<file path="src/rtl/bcr_div.sv">
// Pipelined restoring divider, one quotient bit per stage.
// The numerator must be below (den << QW); the quotient is then exact.
module bcr_div #(
    parameter int NW = 31,
    parameter int DW = 14,
    parameter int QW = 17,
    parameter int SW = 2
) (
    input  logic          clk,
    input  logic          rst_n,
    input  logic          en,
    input  logic          in_valid,
    input  logic [NW-1:0] num,
    input  logic [DW-1:0] den,
    input  logic [SW-1:0] in_side,
    output logic          out_valid,
    output logic [QW-1:0] quo,
    output logic [SW-1:0] out_side
);
    localparam int W = (NW > DW + QW) ? NW : DW + QW;

    logic          vld_reg  [QW];
    logic [W-1:0]  rem_reg  [QW];
    logic [QW-1:0] quo_reg  [QW];
    logic [DW-1:0] den_reg  [QW];
    logic [SW-1:0] side_reg [QW];

    for (genvar s = 0; s < QW; s++)
    begin : g_stage
        logic [W-1:0]  rem_in;
        logic [W-1:0]  dsh;
        logic [QW-1:0] q_in;
        logic [DW-1:0] d_in;
        logic [SW-1:0] sd_in;
        logic          v_in;
        logic          take;

        if (s == 0)
        begin : g_first
            assign rem_in = W'(num);
            assign q_in   = '0;
            assign d_in   = den;
            assign sd_in  = in_side;
            assign v_in   = in_valid;
        end
        else
        begin : g_next
            assign rem_in = rem_reg[s-1];
            assign q_in   = quo_reg[s-1];
            assign d_in   = den_reg[s-1];
            assign sd_in  = side_reg[s-1];
            assign v_in   = vld_reg[s-1];
        end

        assign dsh  = W'(d_in) << (QW - 1 - s);
        assign take = (rem_in >= dsh);

        always_ff @(posedge clk or negedge rst_n)
        begin
            if (!rst_n)
            begin
                vld_reg[s] <= 1'b0;
            end
            else if (en)
            begin
                vld_reg[s] <= v_in;
            end
        end

        always_ff @(posedge clk)
        begin
            if (en)
            begin
                rem_reg[s]  <= take ? (rem_in - dsh) : rem_in;
                quo_reg[s]  <= q_in | (QW'(take) << (QW - 1 - s));
                den_reg[s]  <= d_in;
                side_reg[s] <= sd_in;
            end
        end
    end

    assign out_valid = vld_reg[QW-1];
    assign quo       = quo_reg[QW-1];
    assign out_side  = side_reg[QW-1];
endmodule

</file>
<file path="config.mk">
export PLATFORM = sky130hd
export DESIGN_NAME = bcr_div
export DESIGN_NICKNAME = d
export VERILOG_FILES = /design/src/rtl/bcr_div.sv
export SDC_FILE = /design/constraint.sdc
export NUM_CORES = 1
export LEC_CHECK = 0
export BUFFER_PORTS_ARGS = -buffer_cell sky130_fd_sc_hd__buf_2
export CAP_MARGIN = 20
export CORE_UTILIZATION = 40
export CTS_BUF_LIST = sky130_fd_sc_hd__clkbuf_4
export DETAILED_ROUTE_END_ITERATION = 8
export GPL_TIMING_DRIVEN = 0
export PLACE_DENSITY = 0.62
export SYNTH_ARGS = -nofsm -noshare
export SYNTH_HDL_FRONTEND = slang
export SYNTH_SLANG_ARGS = --single-unit
</file>
<file path="constraint.sdc">
create_clock -name clk -period 3.7 [get_ports clk]
set_input_delay 0.37 -clock clk [delete_from_list [all_inputs] [get_ports clk]]
set_output_delay 0.37 -clock clk [all_outputs]
set_load 0.02 [all_outputs]
</file>
# Word-level counts from Yosys, hierarchy flattened
# Memory sizes are Yosys's and may differ from the RTL's.
# Cells that the tools add are included.
[op_classes] addsub=17 order_cmp=17 mux=19 bitwise_logic=16
[ops] op="31-bit two-way mux" count=17
[ops] op="31-bit by 14-bit greater-or-equal comparator with 1-bit output" count=1
[ops] op="31-bit by 15-bit greater-or-equal comparator with 1-bit output" count=1
[ops] op="31-bit by 16-bit greater-or-equal comparator with 1-bit output" count=1
[ops] op="31-bit by 17-bit greater-or-equal comparator with 1-bit output" count=1
[ops] op="31-bit by 18-bit greater-or-equal comparator with 1-bit output" count=1
[ops] op="31-bit by 19-bit greater-or-equal comparator with 1-bit output" count=1
[ops] op="31-bit by 20-bit greater-or-equal comparator with 1-bit output" count=1
[ops] op="31-bit by 21-bit greater-or-equal comparator with 1-bit output" count=1
[ops] op="31-bit by 22-bit greater-or-equal comparator with 1-bit output" count=1
[ops] op="31-bit by 23-bit greater-or-equal comparator with 1-bit output" count=1
[ops] op="31-bit by 24-bit greater-or-equal comparator with 1-bit output" count=1
[ops] op="31-bit by 25-bit greater-or-equal comparator with 1-bit output" count=1
[ops] op="31-bit by 26-bit greater-or-equal comparator with 1-bit output" count=1
[ops] op="31-bit by 27-bit greater-or-equal comparator with 1-bit output" count=1
[ops] op="31-bit by 28-bit greater-or-equal comparator with 1-bit output" count=1
[ops] op="31-bit by 29-bit greater-or-equal comparator with 1-bit output" count=1
[ops] op="31-bit by 30-bit greater-or-equal comparator with 1-bit output" count=1
[ops] op="31-bit by 14-bit subtractor with 31-bit output" count=1
[ops] op="31-bit by 15-bit subtractor with 31-bit output" count=1
[ops] op="31-bit by 16-bit subtractor with 31-bit output" count=1
[ops] op="31-bit by 17-bit subtractor with 31-bit output" count=1
[ops] op="31-bit by 18-bit subtractor with 31-bit output" count=1
[ops] op="31-bit by 19-bit subtractor with 31-bit output" count=1
[ops] op="28 further kinds" count=29
[totals] ff_bits=17 ramBits=1088 word_cells=90 mem_count=4
[mem_list] name="rem_reg" depth=17 word_bits=31 read_ports=16 rd_clocked_by_memory_dff=0 write_ports=17 line="23" source="logic [W-1:0] rem_reg [QW];"
[mem_list] name="quo_reg" depth=17 word_bits=17 read_ports=17 rd_clocked_by_memory_dff=0 write_ports=17 line="24" source="logic [QW-1:0] quo_reg [QW];"
[mem_list] name="den_reg" depth=17 word_bits=14 read_ports=16 rd_clocked_by_memory_dff=0 write_ports=17 line="25" source="logic [DW-1:0] den_reg [QW];"
[mem_list] name="side_reg" depth=17 word_bits=2 read_ports=17 rd_clocked_by_memory_dff=0 write_ports=17 line="26" source="logic [SW-1:0] side_reg [QW];"

# Depth between registers and ports, before layout
# Gate-level depths: netlist (run 1).
# An unclocked memory read counts as a cell.
[logic_depth] depth_word=3 mapped_depth=14

# Worst setup path after synthesis (run 1)
# Ideal clock, no wire load.
[synth_path] path_type="register to register" from="memory rem_reg[0][15] (netlist name)" to="memory rem_reg[0][59] (netlist name) (data pin)" setup_time_ps=260 arrival_time_ps=2806 required_time_ps=3440 setup_slack_ps=634 path_stages_with_launch=14 path_buffers=2 period_less_slack_ps=3066 path_cell_list="edfxtp_1 inv_1 ha_1 inv_1 fa_1 a21oi_1 o211ai_1 o21bai_1 o31a_1 o31ai_1 a311o_1 clkbuf_1 clkbuf_1 mux2_2"
[synth_lines] element="start, declared" line="23"

==> key figures, run 1 <==
Place
  – Dpl ws: -0.4228 ns
  – Routability Congestion: 0.9101
  – PortBufs: 70
  – Detailed Place HPWL: 63200 µm
  – Placed cell count: 5116

CTS
  – Clk slew on worst S/H paths: 0.07 ns
  – Clock latency on the worst-skew pair: 1.16 ns
  – Clk Tree Root Cell: clkbuf_4
  – CTS sink cnt: 924
  – CTS tree: done
  – TritonCTS Buffers: 239
  – CTS max path bufs: 3
  – H-tree levels: 4

Logic synthesis
  – Most common cell in the netlist: edfxtp_1
  – Sequential element share of the synthesized area: 61.56%
  – Register bit total from synthesis: 924
  – Syn Nets: 3854
  – Synth area leader: edfxtp_1
  – Top-area cell type share of the netlist area: 60.61%
  – Top cells by area, synth: edfxtp_1 61%, ha_1 6.6%, xor2_1 2.9%
  – Mapped Avg Cell Area: 12.66 µm²
  – Dominant synthesized flop cell: edfxtp_1
  – Post-synth EDFFs: 907
  – Mapped Cells: 3549
  – Mapped Area: 44930 µm²
  – Synth top cells by count: 907 x edfxtp_1, 316 x inv_1, 238 x ha_1
  – Synthesis Warnings: 0
  – Asr flop ratio synth: 1.840%
  – Distinct cell type count of the synthesized netlist: 87

Power and ir drop
  – Combinational share of power: 29.1%
  – Psw: 0.01090 W
  – Peak supply drop: 0.0003030 V
  – Internal power: 0.02299 W
  – Sw Ratio: 32.17%
  – Clock share of power: 25.6%
  – LEAKAGE: 19.68 nW
  – Sequential share of power: 45.2%
  – Pwr/cell area: 655.5 nW/µm²

Timing
  – Final Max Slew Viols: 0
  – Clock Skew: 0.08897 ns
  – Period utilization: 98.98%
  – Worst-margin pin slew: 0.9626 ns
  – Fmax: 273.1 MHz
  – Worst Setup Slack, final: 0.03779 ns
  – Number of setup violations in the final report: 0
  – Max_slew headroom: 34.92%
  – Crit path time final: 3.662 ns
  – Hold Vio Cnt, Final: 0

Min path
  – Min-delay worst type: in2reg

GRT
  – Largest net degree at the start of global routing: 131
  – Gr ovfl total: 0
  – Vias in the first global route: 30130
  – Global-route wire length before repair: 139800 µm
  – Initial antenna violation count: 3
  – Global-route usage over all layers: 15.54%

Floorplan
  – Die area: 113700 µm²
  – Chip Height: 337.2 µm
  – Cell Rows: 122
  – Starting Density: 40.49%
  – Top Ports: 71
  – Die extent in x: 337.2 µm
  – Core ar.: 111000 µm²

Run
  – Max-Cap Viols: 0

Critical path
  – Max incr delay on CP: 0.63 ns
  – Data required, critical path: 4.51 ns
  – Critical Setup Path Class: reg2reg
  – Crit path max-delay family: compound AO/OA/AOI/OAI gates
  – Crit path max-delay cell type: o41ai_1
  – Worst-path maximum fanout: 6
  – Arrival @ worst endpoint: 4.47 ns
  – Element type at the critical path end: flop
  – Nature of the critical path startpoint: flop
  – CP Buf/Inv Count: 1
  – CP Cell Sequence: inv_1, ha_1, nor2b_1, o31a_1, o41ai_1, o22ai_2, a21oi_1, nand3_1, nor4b_1, xor2_1

Routing
  – 1st-pass router iterations: 5
  – Post-DR vias/cell: 5.067
  – # DRC: 0
  – Post-DRT Antenna Nets: 0
  – Routed via count: 28630
  – Starting DRC count in detailed routing: 1394
  – DR WL/cell: 15.56 µm
  – Post-Route WL: 87950 µm

Status
  – Outcome: finished clean

Final layout
  – Fill cells: 9937
  – Area delta synth->final: 15.08%
  – Fin cells: 5651
  – Layout cells sized above 1: 14.36%
  – Max reg flops: 496
  – Nets: 4277
[cell usage in the layout (no fill, tap or decap), drive strengths merged, types with 34 or more instances in the layout]
cell	count
a21o	58
a21oi	208
buf	95
clkbuf	382
clkinv	74
dlygate4sd3	104
edfxtp	907
ha	238
inv	327
mux2	68
nand2	215
nand2b	42
nand3	39
nand4	34
nor2	227
nor3	99
nor4	67
o21a	42
o21ai	193
or3	37
xnor2	129
xor2	150
[timing repair]
action / 4_1_cts / 5_1_grt
setup endpoints to repair: 115 / 82
gates resized for setup: 22 / 19
hold buffers: 104 / 0
pin swaps: 1 / 1
gates cloned: 0 / 0
setup buffers: 1 / 1
endpoints found under the hold margin: 208 / 0
[worst register-to-register path: cells and delay by family (launching register included)]
kind | cells | cell delay (ns)
simple gates | 3 | 0.87
fa+ha+maj | 1 | 0.23
xor+xnor | 1 | 0.11
buf+inv | 1 | 0.09
compound gates | 4 | 1.58
flops | 1 | 0.45
[power groups by stage]
stage	clock network, W	logic, W	registers (W)
floorplan	0	0.00748	0.0151
global placement	0	0.00946	0.0158
detailed placement	0	0.00962	0.0155
CTS	0.00908	0.00980	0.0153
global route	0.00959	0.0110	0.0155
finish	0.00869	0.00988	0.0153
[per-layer routing]
layer / global-route usage (%) / routed length (µm) / up-vias
met4: 11.51 / 5912 / 0
met2: 31.96 / 49910 / 690
met5: 0 / 0 / -
met1: 12.22 / 28780 / 13380
met3: 3.516 / 3339 / 338
li1: - / - / 14220
[cells by family after synthesis]
logic type	synth area share, %
AOI/OAI and AO/OA	9.899
xor gates and xnor gates	5.438
adders and majority gates	7.340
buffers and inverters	3.199
DFF	61.56
muxes	1.868
and+or+nand+nor	10.69
[area by class of cell]
cell class                      instances  area, µm²  share of cell area [%]
Clock buffer                          339       2545                   4.922
Antenna cell                            6      15.01                 0.02904
Multi-Input combinational cell       2249      15960                   30.87
Inverter                              316       1186                   2.294
Clock inverter                         87      569.3                   1.101
Buffer                                 57      264.0                  0.5106
Sequential cell                       924      27660                   53.50
Timing Repair Buffer                  185       1644                   3.180
Tap cell                             1488       1862                   3.601
[path summary, 6_finish.rpt]
path / from / endpoint / slack [ns] / cells past startpoint
max: den_reg[0][183]$_DFFE_PP_ / rem_reg[0][459]$_DFFE_PP_ / 0.04 / 10
min: num[23] / rem_reg[0][23]$_DFFE_PP_ / 0.18 / 4
max reg2reg: den_reg[0][183]$_DFFE_PP_ / rem_reg[0][459]$_DFFE_PP_ / 0.04 / 10
min reg2reg: den_reg[0][169]$_DFFE_PP_ / den_reg[0][183]$_DFFE_PP_ / 0.37 / 0
max in group asynchronous: rst_n / g_stage[5].v_in$_DFFE_PN0P_ / 2.80 / 3
min in group asynchronous: rst_n / g_stage[10].v_in$_DFFE_PN0P_ / 0.43 / 3
[metrics by stage]
step           power [W]  TNS (ns)  hold slack (ns)  utilization (%)  instance area (µm²)
5_1_grt          0.03614   -0.1452          0.08063            46.59                51710
3_3_place_gp     0.02524         -           0.2975            42.48                47150
3_5_place_dp     0.02514    -17.34           0.3075            42.70                47380
6_report         0.03389         0           0.1784            46.59                51710
4_1_cts          0.03420         0          0.01501            46.52                51620
2_1_floorplan    0.02260         0          0.07441                -                44930
Note: power is estimated with default switching activity, not from simulation.
==> run 2: changes to the inputs <==
--- a/config.mk
+++ b/config.mk
@@ -5,6 +5,7 @@
 export SDC_FILE = /design/constraint.sdc
 export NUM_CORES = 1
 export LEC_CHECK = 0
+export ABC_AREA = 1
 export BUFFER_PORTS_ARGS = -buffer_cell sky130_fd_sc_hd__buf_2
 export CAP_MARGIN = 20
 export CORE_UTILIZATION = 40
==> key figures, run 2 <==
Floorplan
  – Core ar.: 130000 µm² (was 111000 µm²)
  – Chip Height: 364.5 µm (was 337.2 µm)
  – Cell Rows: 132 (was 122)
  – Die extent in x: 364.5 µm (was 337.2 µm)
  – Die area: 132900 µm² (was 113700 µm²)
  – Starting Density: 40.44% (was 40.49%)
  – Top Ports: 71 (unchanged)

Critical path
  – Crit path max-delay cell type: dlygate4sd3_1 (was o41ai_1)
  – CP Buf/Inv Count: 6 (was 1)
  – Register-to-Register Path Depth: 11 (was 10)
  – Endpoint of the worst register-to-register path: rem_reg[0][247]$_DFFE_PP_ (was rem_reg[0][459]$_DFFE_PP_)
  – Worst-path maximum fanout: 9 (was 6)
  – Nature of the critical path startpoint: input pin (was flop)
  – Arrival @ worst endpoint: 3.99 ns (was 4.47 ns)
  – Critical path launch point: den[8] (was den_reg[0][183]$_DFFE_PP_)
  – Flop-to-flop setup slack: 0.80 ns (was 0.04 ns)
  – CP Cell Sequence: dlygate4sd3_1, buf_2, inv_1, ha_1, nand2_1, nor2_1, nand3_1, nor3_1, nand3_1, nand3_2, inv_2, nand2_1, dlygate4sd3_1, nand2_1, dlygate4sd3_1 (was inv_1, ha_1, nor2b_1, o31a_1, o41ai_1, o22ai_2, a21oi_1, nand3_1, nor4b_1, xor2_1)
  – Reg-to-Reg Start: den_reg[0][84]$_DFFE_PP_ (was den_reg[0][183]$_DFFE_PP_)
  – Critical Setup Path Class: in2reg (was reg2reg)
  – Max incr delay on CP: 0.57 ns (was 0.63 ns)
  – Data required, critical path: 4.70 ns (was 4.51 ns)
  – Element type at the critical path end: flop (unchanged)
  – Crit path max-delay family: buffers and inverters (was compound AO/OA/AOI/OAI gates)

GRT
  – Largest net degree at the start of global routing: 132 (was 131)
  – Global-route usage over all layers: 20.82% (was 15.54%)
  – Initial antenna violation count: 4 (was 3)
  – Global-route wire length before repair: 215600 µm (was 139800 µm)
  – Vias in the first global route: 40360 (was 30130)
  – Gr ovfl total: 0 (unchanged)

Routing
  – Post-Route WL: 137600 µm (was 87950 µm)
  – 1st-pass router iterations: 6 (was 5)
  – Starting DRC count in detailed routing: 3054 (was 1394)
  – Metal-1 WL: 59200 µm (was 28780 µm)
  – Met3 wire len: 6212 µm (was 3339 µm)
  – Routed via count: 41390 (was 28630)
  – Uppermost layer routed: met4 (unchanged)
  – # DRC: 0 (unchanged)
  – DR WL/cell: 16.25 µm (was 15.56 µm)
  – Post-DRT Antenna Nets: 0 (unchanged)
  – Routed met2 length: 67570 µm (was 49910 µm)
  – Post-DR vias/cell: 4.889 (was 5.067)

CTS
  – Cts hold-fix bufs: 112 (was 104)
  – Clock latency on the worst-skew pair: 1.22 ns (was 1.16 ns)
  – Post-CTS setup repair buffer count: 0 (was 1)
  – Clk slew on worst S/H paths: 0.07 ns (about the same)
  – CTS tree: done (unchanged)
  – Clk Tree Root Cell: clkbuf_4 (unchanged)
  – CTS sink cnt: 924 (unchanged)
  – H-tree levels: 5 (was 4)
  – Post-CTS resize count: 0 (was 22)
  – TritonCTS Buffers: 275 (was 239)
  – CTS max path bufs: 4 (was 3)

Logic synthesis
  – Synth top cells by count: 1978 x nand2_1, 971 x inv_1, 907 x edfxtp_1 (was 907 x edfxtp_1, 316 x inv_1, 238 x ha_1)
  – Mapped Avg Cell Area: 8.634 µm² (was 12.66 µm²)
  – Syn Nets: 6393 (was 3854)
  – Mapped Cells: 6088 (was 3549)
  – Synth area leader: edfxtp_1 (unchanged)
  – Top-area cell type share of the netlist area: 51.82% (was 60.61%)
  – Distinct cell type count of the synthesized netlist: 50 (was 87)
  – Synthesis Warnings: 0 (unchanged)
  – Register bit total from synthesis: 924 (unchanged)
  – Mapped Area: 52560 µm² (was 44930 µm²)
  – Sequential element share of the synthesized area: 52.63% (was 61.56%)
  – Post-synth EDFFs: 907 (unchanged)
  – Most common cell in the netlist: nand2_1 (was edfxtp_1)
  – Dominant synthesized flop cell: edfxtp_1 (unchanged)
  – Asr flop ratio synth: 1.840% (unchanged)
  – Top cells by area, synth: edfxtp_1 52%, nand2_1 14%, inv_1 6.9% (was edfxtp_1 61%, ha_1 6.6%, xor2_1 2.9%)

Timing
  – Worst Setup Slack, final: 0.7108 ns (was 0.03779 ns)
  – Hold Vio Cnt, Final: 0 (unchanged)
  – Max_slew headroom: 41.54% (was 34.92%)
  – Worst-margin pin slew: 0.8769 ns (was 0.9626 ns)
  – Number of setup violations in the final report: 0 (unchanged)
  – Setup TNS: 0 ns (unchanged)
  – Period utilization: 80.79% (was 98.98%)
  – Final Max Slew Viols: 0 (unchanged)
  – Crit path time final: 2.989 ns (was 3.662 ns)
  – Clock Skew: 0.09758 ns (was 0.08897 ns)
  – Fmax: 334.5 MHz (was 273.1 MHz)
  – RSZ-0062 raised after global routing: no

Min path
  – Min-delay worst type: in2reg (unchanged)
  – HP Start: num[30] (was num[23])
  – Hold depth: 5 (was 4)
  – Hold endpoint: rem_reg[0][30]$_DFFE_PP_ (was rem_reg[0][23]$_DFFE_PP_)

Power and ir drop
  – Overall Power: 0.03849 W (was 0.03389 W)
  – Peak supply drop: 0.0003634 V (was 0.0003030 V)
  – LEAKAGE: 26.81 nW (was 19.68 nW)
  – Pwr/cell area: 646.5 nW/µm² (was 655.5 nW/µm²)

Final layout
  – Area of the multi-input gates: 20810 µm² (was 15960 µm²)
  – Area delta synth->final: 13.29% (was 15.08%)
  – FF+latch area: 27660 µm² (unchanged)
  – Layout cells sized above 1: 9.431% (was 14.36%)
  – Fin cells: 8466 (was 5651)
  – Fill cells: 12780 (was 9937)
  – Max reg flops: 496 (unchanged)
  – Commonest non-fill, non-tap cell in the layout: nand2_1 (was edfxtp_1)
  – Nets: 6859 (was 4277)
  – Most frequent cells in the layout: 1978 x nand2_1, 971 x inv_1, 907 x edfxtp_1, 560 x nor2_1, 395 x nand3_1 (was 907 x edfxtp_1, 340 x clkbuf_4, 316 x inv_1, 238 x ha_1, 225 x nor2_1)

Status
  – Outcome: finished clean (unchanged)

Place
  – PortBufs: 70 (unchanged)
  – Detailed Place HPWL: 106000 µm (was 63200 µm)
  – Placed cell count: 7907 (was 5116)
  – Dpl ws: 0.5607 ns (was -0.4228 ns)
  – Routability Congestion: 0.9242 (was 0.9101)

Run
  – Max-Cap Viols: 0 (unchanged)
-- run 2: cell count changes after synthesis, sizes merged, moves of 59 or more --
cell	delta
nand3	+365
inv	+670
a21oi	+59
xnor2	-81
mux2	-65
nand2	+1779
nor2	+357
-- run 2: where the power goes --
group          leakage [nW]  switching (W)  internal (W)
combinational          16.0        0.00924       0.00478
clock                  1.87        0.00424       0.00474
sequential             8.93        0.00145        0.0140
total                  26.8         0.0149        0.0236
-- run 2: cell families after synthesis --
family / synth area share, %
flops: 52.63
compound gates: 4.954
mux: 0.06427
simple gates: 25.74
fa+ha+maj: 6.275
buf+inv: 7.791
xor+xnor: 2.549
-- run 2: worst max-delay path by stage --
stage                                end  cells past startpoint
3_5_place_dp   quo_reg[0][278]$_DFFE_PP_                      4
6_report        rem_reg[0][26]$_DFFE_PP_                     15
4_1_cts        rem_reg[0][247]$_DFFE_PP_                     11
2_1_floorplan  rem_reg[0][419]$_DFFE_PP_                     15
5_1_grt        rem_reg[0][247]$_DFFE_PP_                     11
3_3_place_gp       out_valid$_DFFE_PN0P_                      2
-- run 2: layout make-up --
type,instances,share of cell area [%]
flip-flops and latches,924,46.45
multi-input cells,4125,34.94
inverters,986,6.224
clock buffers,364,4.589
well taps,1742,3.660
repair buffers,189,2.811
plain buffers,53,0.6535
clock inverters,71,0.6157
diodes,12,0.05043
-- run 2: metrics by stage --
stage	area (µm²)	util (%)	hold WS, ns
6_report	59550	45.81	0.1635
3_3_place_gp	55090	42.39	0.2994
2_1_floorplan	52560	-	0.07441
3_5_place_dp	55300	42.54	0.3058
5_1_grt	59550	45.81	0.1078
4_1_cts	59520	45.79	0.03198
-- run 2: metal layers --
metal | track usage (%) | vias up
met4 | 8.420 | 0
met3 | 3.257 | 296
met5 | 0 | -
met1 | 25.70 | 19110
li1 | - | 20960
met2 | 36.20 | 1029
-- run 2: tightest hold or removal path: cells and delay by family --
family,cells,cell delay [ns]
AO/OA/AOI/OAI,1,0.05
buffers and inverters,3,0.73
AND/OR/NAND/NOR,1,0.09
